### config.mk
export PLATFORM = sky130hd
export DESIGN_NAME = vpa_ctrl
export DESIGN_NICKNAME = d
export VERILOG_FILES = /design/src/sv/vpa_pkg.sv /design/src/sv/vpa_ctrl.sv
export SDC_FILE = /design/constraint.sdc
export NUM_CORES = 1
export LEC_CHECK = 0
export BUFFER_PORTS_ARGS = -buffer_cell sky130_fd_sc_hd__buf_2
export CAP_MARGIN = 10
export CORE_UTILIZATION = 40
export CTS_CLUSTER_SIZE = 14
export DETAILED_ROUTE_END_ITERATION = 7
export PLACE_DENSITY = 0.73
export SLEW_MARGIN = 20
export SYNTH_ARGS = -nofsm -noshare
export SYNTH_HDL_FRONTEND = slang
export SYNTH_SLANG_ARGS = --single-unit
export TNS_END_PERCENT = 20
### constraint.sdc
create_clock -name clk_i -period 2.6 [get_ports clk_i]
set_clock_uncertainty 0.1 [all_clocks]
set_input_delay 0.26 -clock clk_i [delete_from_list [all_inputs] [get_ports clk_i]]
set_output_delay 0.26 -clock clk_i [all_outputs]
set_load 0.03 [all_outputs]
### src/sv/vpa_pkg.sv
// Package for the variable partition allocator: sizes, codes and shared types.
// Used by the controller, the datapath and the top level.
package vpa_pkg;

  localparam int unsigned MaxFree = 16;
  localparam int unsigned MaxProc = 16;
  localparam int unsigned AddrW   = 16;
  localparam int unsigned FIdxW   = $clog2(MaxFree);
  localparam int unsigned PIdxW   = $clog2(MaxProc);
  localparam int unsigned FCntW   = $clog2(MaxFree + 1);
  localparam int unsigned PCntW   = $clog2(MaxProc + 1);

  localparam logic [1:0] CfgPolicy = 2'd0;
  localparam logic [1:0] CfgMemSize = 2'd1;
  localparam logic [1:0] CfgMinSlice = 2'd2;

  localparam logic [1:0] StOk      = 2'd0;
  localparam logic [1:0] StNoSpace = 2'd1;
  localparam logic [1:0] StNoPid   = 2'd2;
  localparam logic [1:0] StFull    = 2'd3;

  localparam logic [1:0] FitFirst = 2'd0;
  localparam logic [1:0] FitBest  = 2'd1;
  localparam logic [1:0] FitWorst = 2'd2;

  typedef enum logic [3:0] {
    S_IDLE, S_ACHK, S_ASCAN, S_ACARVE, S_COMP, S_FSRCH, S_FPOS, S_FMERGE,
    S_FSHIFT, S_FUSED, S_DROP, S_OUT
  } state_e;

  // Commands from the controller to the datapath.
  typedef struct packed {
    logic       start_alloc;
    logic       start_free;
    logic       scan_step;
    logic       carve;
    logic       comp_step;
    logic       comp_done;
    logic       srch_step;
    logic       pos_step;
    logic       merge;
    logic       fshift_step;
    logic       used_step;
    logic       drop_step;
    logic       set_status;
    logic [1:0] status;
  } cmd_t;

  // Status from the datapath to the controller.
  typedef struct packed {
    logic proc_full;
    logic size_zero;
    logic scan_done;
    logic found;
    logic total_ok;
    logic comp_last;
    logic srch_done;
    logic srch_hit;
    logic pos_done;
    logic need_insert;
    logic free_full;
    logic drop_needed;
    logic fshift_done;
    logic used_done;
    logic drop_done;
  } sts_t;

endpackage

### src/sv/vpa_ctrl.sv
// Controller state machine for the allocator.
// Depends on vpa_pkg; drives the datapath with cmd_t and reads sts_t.
module vpa_ctrl import vpa_pkg::*; (
  input  logic clk_i,
  input  logic rst_ni,
  input  logic req_valid_i,
  input  logic req_op_i,
  output logic req_ready_o,
  output logic res_valid_o,
  input  logic res_ready_i,
  input  sts_t sts_i,
  output cmd_t cmd_o
);

  state_e state_q, state_d;
  logic   res_q, res_d;

  assign req_ready_o = (state_q == S_IDLE) && !res_q;
  assign res_valid_o = res_q;

  always_ff @(posedge clk_i or negedge rst_ni) begin
    if (!rst_ni) begin
      state_q <= S_IDLE;
      res_q   <= 1'b0;
    end else begin
      state_q <= state_d;
      res_q   <= res_d;
    end
  end

  always_comb begin
    state_d = state_q;
    unique case (state_q)
      S_IDLE:   if (req_valid_i && req_ready_o) state_d = req_op_i ? S_FSRCH : S_ACHK;
      S_ACHK:   state_d = (sts_i.proc_full || sts_i.size_zero) ? S_OUT : S_ASCAN;
      S_ASCAN:  if (sts_i.scan_done) begin
        if (sts_i.found) state_d = S_ACARVE;
        else if (sts_i.total_ok) state_d = S_COMP;
        else state_d = S_OUT;
      end
      S_COMP:   if (sts_i.comp_last) state_d = S_ACARVE;
      S_ACARVE: state_d = sts_i.drop_needed ? S_DROP : S_OUT;
      S_DROP:   if (sts_i.drop_done) state_d = S_OUT;
      S_FSRCH:  if (sts_i.srch_done) state_d = sts_i.srch_hit ? S_FPOS : S_OUT;
      S_FPOS:   if (sts_i.pos_done) state_d = S_FMERGE;
      S_FMERGE: begin
        if (sts_i.free_full) state_d = S_OUT;
        else if (sts_i.need_insert) state_d = S_FSHIFT;
        else state_d = S_FUSED;
      end
      S_FSHIFT: if (sts_i.fshift_done) state_d = S_FUSED;
      S_FUSED:  if (sts_i.used_done) state_d = sts_i.drop_needed ? S_DROP : S_OUT;
      S_OUT:    state_d = S_IDLE;
      default:  state_d = S_IDLE;
    endcase
  end

  always_comb begin
    res_d = res_q;
    if (res_q && res_ready_i) res_d = 1'b0;
    if (state_q == S_OUT) res_d = 1'b1;
  end

  always_comb begin
    cmd_o = '0;
    unique case (state_q)
      S_IDLE: begin
        cmd_o.start_alloc = req_valid_i && req_ready_o && !req_op_i;
        cmd_o.start_free  = req_valid_i && req_ready_o && req_op_i;
      end
      S_ACHK: begin
        cmd_o.set_status = sts_i.proc_full || sts_i.size_zero;
        cmd_o.status     = sts_i.proc_full ? StFull : StNoSpace;
      end
      S_ASCAN: begin
        cmd_o.scan_step  = !sts_i.scan_done;
        cmd_o.set_status = sts_i.scan_done && !sts_i.found && !sts_i.total_ok;
        cmd_o.status     = StNoSpace;
      end
      S_COMP: begin
        cmd_o.comp_step = !sts_i.comp_last;
        cmd_o.comp_done = sts_i.comp_last;
      end
      S_ACARVE: cmd_o.carve = 1'b1;
      S_DROP:   cmd_o.drop_step = 1'b1;
      S_FSRCH: begin
        cmd_o.srch_step  = !sts_i.srch_done;
        cmd_o.set_status = sts_i.srch_done && !sts_i.srch_hit;
        cmd_o.status     = StNoPid;
      end
      S_FPOS: cmd_o.pos_step = !sts_i.pos_done;
      S_FMERGE: begin
        cmd_o.merge      = !sts_i.free_full;
        cmd_o.set_status = sts_i.free_full;
        cmd_o.status     = StFull;
      end
      S_FSHIFT: cmd_o.fshift_step = 1'b1;
      S_FUSED:  cmd_o.used_step = 1'b1;
      S_OUT:    ;
      default:  ;
    endcase
  end

endmodule

==> run summary, run 1 <==
### Timing
• **number of hold violations in the final report** 0
• **Achievable Freq** 430.6 MHz
• **Slew headroom** 56.17%
• **least setup slack across all paths after layout** 0.2777 ns
• **Final Max Tran Viols** 0
• **Final Critical Period** 2.322 ns
• **count of endpoints failing setup in the final report** 0
• **share of the clock period used by the worst path** 89.32%
• **setup TNS** 0 ns
• **unrepaired setup endpoints after global routing** false
• **Worst-Margin Slew** 0.6575 ns

### Worst setup path
• **highest net fanout along the worst path** 21
• **worst reg2reg startpoint** state_q[2]$_DFFE_PN0P_
• **startpoint type of the worst setup path** flop
• **data required time at the worst endpoint** 2.24 ns
• **critical path endpoint category** output pin
• **depth of the most critical reg-to-reg path** 5
• **crit path DAT** 1.96 ns
• **register-to-register setup slack** 0.55 ns
• **destination of the critical timing path** cmd_o[9]
• **launch point of the critical path** state_q[2]$_DFFE_PN0P_
• **start-to-end type of the worst setup path** flop to output pin
• **capturing point of the worst reg2reg path** state_q[2]$_DFFE_PN0P_

### Drt
• **remaining number of nets flagged by the antenna check after routing** 0
• **Post-Route WL** 2012 um
• **initial DRC count** 23
• **DRC Markers** 4
• **total number of vias** 861
• **drt wl/cell** 13.69 um
• **drt via density** 5.857
• **TritonRoute pass-1 iters** 6

### Floorplanning
• **Floorplan Core Area** 1559 um2
• **area enclosed by the die boundary** 1910 um2
• **Die Span X** 43.71 um
• **Boundary Pins** 37
• **Die Height** 43.71 um
• **number of placement rows** 14
• **starting density of the core** 44.62%

### Global route
• **wire length of the first global-routing pass** 3249 um
• **vias in the first global route** 762
• **antenna violations before repair** 0
• **layer with the highest usage** met2
• **met2 Use GR** 36.72%
• **total overflow reported by the global router** 0
• **met3 track demand over resource** 1.250%
• **largest net degree at the start of global routing** 22
• **met1 Track Usage GR** 30.46%
• **aggregate global-route resource usage** 21.91%

### Yosys
• **unique cell type count in the Yosys netlist** 38
• **Synth top area share** 17.99%
• **post-synthesis net count** 117
• **count of yosys warnings during synthesis** 0
• **fraction of registers with async set or reset after synthesis** 100.0%
• **library cell occupying the most area in the post-synthesis netlist** sky130_fd_sc_hd__dfrtp_1
• **syn avg cell area** 7.172 um2
• **Post-synth EDFFs** 0
• **top area cells in the synthesized netlist** sky130_fd_sc_hd__dfrtp_1 (18%), sky130_fd_sc_hd__nor3_1 (7.2%), sky130_fd_sc_hd__nor3b_1 (5.4%), sky130_fd_sc_hd__a21oi_1 (5.0%), sky130_fd_sc_hd__nor2_1 (4.9%)
• **flops & latches, synth** 5
• **post-synthesis sequential area ratio** 17.99%
• **Synth Instances** 97
• **top_reg_cell synth** sky130_fd_sc_hd__dfrtp_1
• **area of the mapped netlist** 695.7 um2

### Clock network
• **number of post-CTS setup repair buffers** 0
• **register clock-pin slew on the reported worst setup and hold paths** 0.04 ns
• **CTS tree** built
• **Clk Latency, worst-skew pair** 0.23 ns
• **master cell of the clock root buffer** sky130_fd_sc_hd__clkbuf_4
• **cts bufs inserted** 3
• **clock sink count** 5
• **maximum number of buffers from clock root to sink** 2
• **Clock H-tree levels** 1

### Layout
• **Area Overhead vs Synth** 28.06%
• **Antenna diodes** 0
• **fraction of final layout cells sized beyond drive strength 1** 35.11%
• **Total Nets Final** 152
• **share of the core filled with cells in the final layout** 57.14%

### Power
• **Leak** 0.4344 nW
• **power density normalized to cell area** 1254 nW/um2
• **Design Power** 0.001117 W
• **largest voltage drop on the vdd net** 0.0006487 V

### Placed design
• **IO buf count** 36
• **weighted congestion reported at the end of routability-driven placement** 0.7996
• **HPWL after detailed placement** 1520 um
• **DP Worst Slack** 0.5498 ns

### Run
• **max-capacitance violation count** 0

### Status
• **run status** complete, but fails checks
• **failing checks** DRC

### Worst hold path
• **class of the tightest hold or removal check** input port to flop

[placed cells by master, fill, tap and decap left out, drive strengths merged, types with 2 or more instances in the layout]
cell,count
buf,37
clkbuf,4
o21bai,2
inv,3
a311oi,2
nor2,9
nand2,6
nor3,10
nand2b,5
nand3,2
o21ai,6
nor3b,5
a21oi,8
mux2,2
and3,3
o211ai,2
nor4,3
dfrtp,5
[how the worst min path moves through the flow]
stage / start / endpoint / slack [ns] / cells past startpoint
after floorplan: rst_ni / res_valid_o$_DFFE_PN0P_ / -0.14 / 0
after global placement: rst_ni / state_q[3]$_DFFE_PN0P_ / -0.02 / 1
after detailed placement: rst_ni / res_valid_o$_DFFE_PN0P_ / -0.02 / 1
after CTS: res_ready_i / res_valid_o$_DFFE_PN0P_ / 0.10 / 2
after global routing: res_ready_i / res_valid_o$_DFFE_PN0P_ / 0.14 / 2
final: res_ready_i / res_valid_o$_DFFE_PN0P_ / 0.11 / 2
[where the power goes]
group / leakage, nW / switching (W) / internal [W]
registers: 0.0626 / 0.000135 / 0.000114
logic: 0.357 / 0.000459 / 0.000322
clock network: 0.0150 / 0.0000291 / 0.0000578
[kinds of logic after synthesis]
logic type	Yosys count	synth area share [%]
and+or+nand+nor	48	37.59
xor gates and xnor gates	1	1.259
AOI/OAI and AO/OA	28	28.24
DFF	5	17.99
muxes	3	5.756
buffers and inverters	12	9.172
[what timing repair did]
action / CTS / global route
gates resized for setup: 0 / 0
hold endpoints to repair: 5 / 0
hold buffers: 1 / 0
[through the flow]
stage | cells | hold WS [ns] | area [um2]
detailed placement | 142 | -0.01966 | 854.6
finish | 147 | 0.1138 | 890.9
global placement | 142 | -0.02482 | 854.6
floorplan | 97 | -0.1356 | 695.7
CTS | 147 | 0.1041 | 890.9
global route | 147 | 0.1357 | 890.9
[cells in the mapped netlist, drive strengths merged (2+ instances only)]
library cell / instances
nor3b: 5
mux2: 2
o21bai: 2
dfrtp: 5
nor4: 3
a311oi: 2
nand3: 2
nand2b: 5
o21ai: 6
and3: 3
inv: 3
nand2: 6
a21oi: 8
o211ai: 2
nor3: 10
nor2: 9
buf: 8
[final cells by class]
class,count,area (um2)
fill,156,668.1
inverter,4,15.01
multi-input combinational,80,506.7
timing repair buffer,38,197.7
sequential,5,125.1
clock buffer,4,26.28
tap,16,20.02
[sequential cells by signal, indices dropped and copies added (netlist names)]
signal	flops
state_q	4
res_valid_o	1
[critical path, cell delays in order, from the launching register on]
cell	delay, ns
sky130_fd_sc_hd__dfrtp_1	0.75
sky130_fd_sc_hd__nand2b_1	0.31
sky130_fd_sc_hd__nor4b_1	0.39
sky130_fd_sc_hd__buf_2	0.26
[per-layer routing]
metal | vias to the layer above | wire length (um) | share of wire [%]
li1 | 432 | - | -
met4 | 0 | 0 | 0
met3 | 0 | 96 | 4.8
met5 | - | 0 | 0
met1 | 396 | 968 | 48
met2 | 33 | 947 | 47
Power figures use the tool's default switching activity.
==> inputs of run 2 (changes only) <==
--- a/constraint.sdc
+++ b/constraint.sdc
@@ -4,2 +4,2 @@
 set_output_delay 0.26 -clock clk_i [all_outputs]
-set_load 0.03 [all_outputs]
+set_load 0.1 [all_outputs]
==> run summary, run 2 (synthesized netlist as in run 1, its figures left out) <==
### Clock network
• **cts bufs inserted** 3, unchanged
• **register clock-pin slew on the reported worst setup and hold paths** 0.05 ns, about the same
• **CTS tree** built
• **master cell of the clock root buffer** sky130_fd_sc_hd__clkbuf_4
• **Clock H-tree levels** 1, unchanged
• **Resized Gates After CTS** 0, unchanged
• **clock sink count** 5, unchanged
• **Clk Latency, worst-skew pair** 0.24 ns, about the same
• **maximum number of buffers from clock root to sink** 2, unchanged

### Drt
• **drt wl/cell** 14.35 um, +4.9%
• **drt via density** 5.927, +1.2%
• **initial DRC count** 22, -4.3%
• **Post-Route WL** 2153 um, +7.0%
• **TritonRoute pass-1 iters** 6, unchanged
• **remaining number of nets flagged by the antenna check after routing** 0, unchanged
• **total number of vias** 889, +3.3%
• **DRC Markers** 2, -2

### Worst setup path
• **sequence of cells on the critical path** nand2b_1 -> nor3_1 -> a221o_1 -> buf_2
• **CP top delay family** flip-flops
• **register-to-register setup slack** 0.57 ns, +0.02 ns
• **buffers and inverters on the worst path** 1, unchanged
• **crit path DAT** 2.03 ns, +0.07 ns
• **startpoint type of the worst setup path** flop
• **Max stage delay on crit path** 0.62 ns, -0.13 ns
• **start-to-end type of the worst setup path** flop to output pin
• **library cell contributing the largest single delay on the critical path** sky130_fd_sc_hd__dfrtp_1
• **data required time at the worst endpoint** 2.24 ns, about the same
• **highest net fanout along the worst path** 14, -33%
• **critical path endpoint category** output pin

### Layout
• **flip-flop count of the largest register after layout** 4, unchanged
• **most frequent cells in the layout** sky130_fd_sc_hd__buf_2 (35), sky130_fd_sc_hd__nor3_1 (10), sky130_fd_sc_hd__a21oi_1 (7), sky130_fd_sc_hd__nor2_1 (7)
• **Antenna diodes** 0, unchanged
• **fraction of final layout cells sized beyond drive strength 1** 41.04%, +5.9 points
• **most common cell after layout, fill and taps aside** sky130_fd_sc_hd__buf_2
• **Area Overhead vs Synth** 39.03%
• **final std cells w/o fill** 150, +2.0%
• **Total Nets Final** 155, +2.0%
• **fill cell instance count of the final layout** 148, -5.1%
• **Top reg by flops** state_q

### Floorplanning
• **Floorplan Core Area** 1559 um2, unchanged
• **Boundary Pins** 37, unchanged
• **Die Height** 43.71 um, unchanged
• **area enclosed by the die boundary** 1910 um2, unchanged
• **number of placement rows** 14, unchanged
• **starting density of the core** 44.62%, unchanged
• **Die Span X** 43.71 um, unchanged

### Timing
• **count of endpoints failing setup in the final report** 0, unchanged
• **Worst-Margin Slew** 0.4846 ns, -0.1729 ns
• **Final Max Tran Viols** 0, unchanged
• **Achievable Freq** 419.3 MHz, -2.6%
• **share of the clock period used by the worst path** 91.74%, +2.4 points
• **Slew headroom** 67.92%, +12 points
• **unrepaired setup endpoints after global routing** false
• **number of hold violations in the final report** 0, unchanged
• **Final Critical Period** 2.385 ns, +0.06285 ns

### Global route
• **wire length of the first global-routing pass** 3491 um, +7.4%
• **met3 track demand over resource** 4.167%, +2.9 points
• **met1 Track Usage GR** 32.05%, +1.6 points
• **total overflow reported by the global router** 0, unchanged
• **met2 Use GR** 39.70%, +3.0 points
• **antenna violations before repair** 0, unchanged
• **vias in the first global route** 797, +4.6%
• **aggregate global-route resource usage** 23.79%, +1.9 points
• **largest net degree at the start of global routing** 19, -14%
• **layer with the highest usage** met2

### Status
• **failing checks** DRC
• **run status** complete, but fails checks

### Placed design
• **HPWL after detailed placement** 1632 um, +7.3%
• **Placed Cells incl. Taps** 145, +2.1%
• **weighted congestion reported at the end of routability-driven placement** 0.9055, +13%
• **IO buf count** 36, unchanged

### Worst hold path
• **class of the tightest hold or removal check** input port to flop

### Run
• **max-capacitance violation count** 0, unchanged

run 2: cell count changes in the layout (fill, tap and decap cells not counted), sizes merged:
cell  previous run  this run
buf             37        40
run 2: cell type report:
type	instances	area, um2	share of cell area, %
Clock buffer	4	26.28	2.717
Inverter	4	15.01	1.552
Multi-Input combinational cell	80	545.5	56.40
Sequential cell	5	125.1	12.94
Tap cell	16	20.02	2.070
Timing Repair Buffer	41	235.2	24.32
run 2: worst register-to-register path: stages (launching register included):
cell	delay [ns]
sky130_fd_sc_hd__dfrtp_1	0.62
sky130_fd_sc_hd__buf_4	0.25
sky130_fd_sc_hd__nand2b_1	0.25
sky130_fd_sc_hd__nor2_1	0.09
sky130_fd_sc_hd__nor3_1	0.27
sky130_fd_sc_hd__a311oi_1	0.16
sky130_fd_sc_hd__a21o_1	0.19
run 2: what timing repair did:
action | CTS | global route
setup endpoints to repair | 0 | 0
buffers inserted | 0 | 0
hold endpoints to repair | 5 | 0
hold buffers | 1 | 0
run 2: worst paths after layout:
check                                             start                 endpoint  cells after the start
max in group asynchronous                        rst_ni   state_q[0]$_DFFE_PN0P_                      2
min in group asynchronous                        rst_ni   state_q[1]$_DFFE_PN0P_                      2
worst min register to register  res_valid_o$_DFFE_PN0P_  res_valid_o$_DFFE_PN0P_                      2
worst min-delay path                        res_ready_i  res_valid_o$_DFFE_PN0P_                      2
worst max register to register   state_q[2]$_DFFE_PN0P_   state_q[0]$_DFFE_PN0P_                      6
worst max-delay path             state_q[2]$_DFFE_PN0P_                 cmd_o[2]                      4
run 2: layer usage:
layer,share of wire (%),vias to the layer above
li1,-,440
met1,44,402
met2,49,43
met3,5.9,4
met4,1.4,0
met5,0,-
run 2: stage by stage:
step                hold slack, ns  util, %  setup WS, ns  area (um2)  TNS (ns)
global placement          -0.02518    59.71        0.5296       930.9         0
floorplan                  -0.1356        -       -0.7731       734.5    -4.327
finish                      0.1196    62.04        0.2148       967.2         0
global route                0.1206    62.04       0.07965       967.2         0
CTS                         0.1141    62.04        0.2176       967.2         0
detailed placement        -0.02365    59.71        0.4891       930.9         0
Power of run 2 is left out: the tool's default activity adds up to more than one toggle a clock period on the data nets, which glitch-free logic cannot reach.
==> inputs of run 3 (changes only) <==
Settings changed: GPL_TIMING_DRIVEN from default to 0.
==> run summary, run 3 (synthesized netlist as in run 1, its figures left out) <==
### Layout
• **share of the core filled with cells in the final layout** 62.28%, +0.24 points
• **flip-flop count of the largest register after layout** 4, unchanged
• **Top reg by flops** state_q
• **fill cell instance count of the final layout** 151, +2.0%
• **most frequent cells in the layout** sky130_fd_sc_hd__buf_2 (42), sky130_fd_sc_hd__nor3_1 (10), sky130_fd_sc_hd__a21oi_1 (7), sky130_fd_sc_hd__nor2_1 (7)
• **most common cell after layout, fill and taps aside** sky130_fd_sc_hd__buf_2
• **Antenna diodes** 0, unchanged
• **fraction of final layout cells sized beyond drive strength 1** 42.75%, +1.7 points
• **Area Overhead vs Synth** 39.57%
• **Total Nets Final** 159, +2.6%

### Worst setup path
• **launch point of the critical path** state_q[0]$_DFFE_PN0P_
• **crit path DAT** 2.03 ns, about the same
• **most frequent cell on the critical path** sky130_fd_sc_hd__buf_2
• **worst reg2reg startpoint** state_q[2]$_DFFE_PN0P_
• **Max stage delay on crit path** 0.46 ns, -0.16 ns
• **destination of the critical timing path** cmd_o[6]
• **library cell contributing the largest single delay on the critical path** sky130_fd_sc_hd__buf_2
• **depth of the most critical reg-to-reg path** 6, unchanged
• **start-to-end type of the worst setup path** flop to output pin
• **register-to-register setup slack** 0.67 ns, +0.10 ns
• **capturing point of the worst reg2reg path** state_q[2]$_DFFE_PN0P_
• **critical path endpoint category** output pin
• **highest net fanout along the worst path** 10, -4
• **data required time at the worst endpoint** 2.24 ns, about the same
• **startpoint type of the worst setup path** flop
• **sequence of cells on the critical path** buf_2 -> buf_2 -> buf_2 -> nand2_1 -> nor3_1 -> buf_2

### Global route
• **vias in the first global route** 746, -6.4%
• **total overflow reported by the global router** 0, unchanged
• **aggregate global-route resource usage** 22.39%, -1.4 points
• **wire length of the first global-routing pass** 3249 um, -6.9%
• **antenna violations before repair** 0, unchanged
• **largest net degree at the start of global routing** 11, -8

### Worst hold path
• **class of the tightest hold or removal check** input port to flop
• **worst hold path stage count** 2, unchanged
• **Hold Crit Start** res_ready_i

### Status
• **failing checks** DRC
• **run status** complete, but fails checks

### Timing
• **Final Max Tran Viols** 0, unchanged
• **count of endpoints failing setup in the final report** 0, unchanged
• **least setup slack across all paths after layout** 0.2116 ns, -0.003202 ns
• **Final Critical Period** 2.388 ns, +0.003202 ns
• **number of hold violations in the final report** 0, unchanged
• **share of the clock period used by the worst path** 91.86%, +0.12 points
• **Slew headroom** 67.89%, about the same
• **unrepaired setup endpoints after global routing** false
• **Worst-Margin Slew** 0.4850 ns, +0.0003610 ns
• **Achievable Freq** 418.7 MHz, -0.13%
• **worst hold slack after final layout** 0.1153 ns, -0.004342 ns

### Floorplanning
• **area enclosed by the die boundary** 1910 um2, unchanged
• **Floorplan Core Area** 1559 um2, unchanged
• **Die Span X** 43.71 um, unchanged
• **Boundary Pins** 37, unchanged
• **number of placement rows** 14, unchanged
• **starting density of the core** 44.62%, unchanged
• **Die Height** 43.71 um, unchanged

### Drt
• **total number of vias** 917, +3.1%
• **remaining number of nets flagged by the antenna check after routing** 0, unchanged
• **TritonRoute pass-1 iters** 6, unchanged
• **Post-Route WL** 2071 um, -3.8%
• **drt via density** 5.955, +0.47%
• **initial DRC count** 24, +9.1%
• **DRC Markers** 2, unchanged
• **drt wl/cell** 13.45 um, -6.3%

### Clock network
• **clock sink count** 5, unchanged
• **maximum number of buffers from clock root to sink** 2, unchanged
• **Clock H-tree levels** 1, unchanged
• **Clk Latency, worst-skew pair** 0.24 ns, about the same
• **cts bufs inserted** 3, unchanged
• **register clock-pin slew on the reported worst setup and hold paths** 0.04 ns, about the same
• **number of post-CTS setup repair buffers** 0, unchanged
• **master cell of the clock root buffer** sky130_fd_sc_hd__clkbuf_4
• **CTS tree** built

### Placed design
• **IO buf count** 36, unchanged
• **weighted congestion reported at the end of routability-driven placement** 0.8593, -5.1%
• **DP Worst Slack** 0.4871 ns, -0.002000 ns
• **HPWL after detailed placement** 1608 um, -1.4%

### Run
• **max-capacitance violation count** 0, unchanged

## run 3: cell types whose count changed in the layout (fill, tap and decap cells not counted), sizes merged
cell  before  now
buf       40   44
## run 3: worst min-delay path by stage
| stage | to | slack, ns |
|---|---|---|
| floorplan | res_valid_o$_DFFE_PN0P_ | -0.14 |
| CTS | res_valid_o$_DFFE_PN0P_ | 0.11 |
| finish | res_valid_o$_DFFE_PN0P_ | 0.12 |
| detailed placement | state_q[1]$_DFFE_PN0P_ | -0.02 |
| global placement | state_q[1]$_DFFE_PN0P_ | -0.03 |
| global route | res_valid_o$_DFFE_PN0P_ | 0.11 |
## run 3: layer usage
layer / GRT usage, % / up-vias / part of all wire [%] / routed length, um
met1: 31.97 / 425 / 44 / 917
met4: 3.750 / 0 / 0 / 0
li1: - / 447 / - / -
met2: 35.82 / 45 / 47 / 973
met3: 3.750 / 0 / 8.7 / 180
met5: 0 / - / 0 / 0
## run 3: cell type report
type	instances	area (um2)	share of cell area [%]
Sequential cell	5	125.1	12.89
Tap cell	16	20.02	2.062
Inverter	4	15.01	1.546
Buffer	8	48.80	5.026
Multi-Input combinational cell	80	545.5	56.19
Timing Repair Buffer	37	190.2	19.59
Clock buffer	4	26.28	2.706
## run 3: per-stage QoR
step | std cells | TNS [ns] | area [um2]
final | 154 | 0 | 970.9
after global routing | 154 | 0 | 970.9
after CTS | 154 | 0 | 970.9
after detailed placement | 149 | 0 | 934.6
after global placement | 149 | 0 | 934.6
after floorplan | 97 | -4.327 | 734.5
## run 3: repair_timing
item | CTS | global route
resized for setup | 0 | 0
endpoints found under the hold margin | 5 | 0
hold buffers | 1 | 0
## run 3: worst max-delay path, delay by kind of cell, from the launching register on
kind / cells / cell delay, ns
buf+inv: 4 / 1.11
flops: 1 / 0.31
simple gates: 2 / 0.36
Power of run 3 is left out for the same reason.
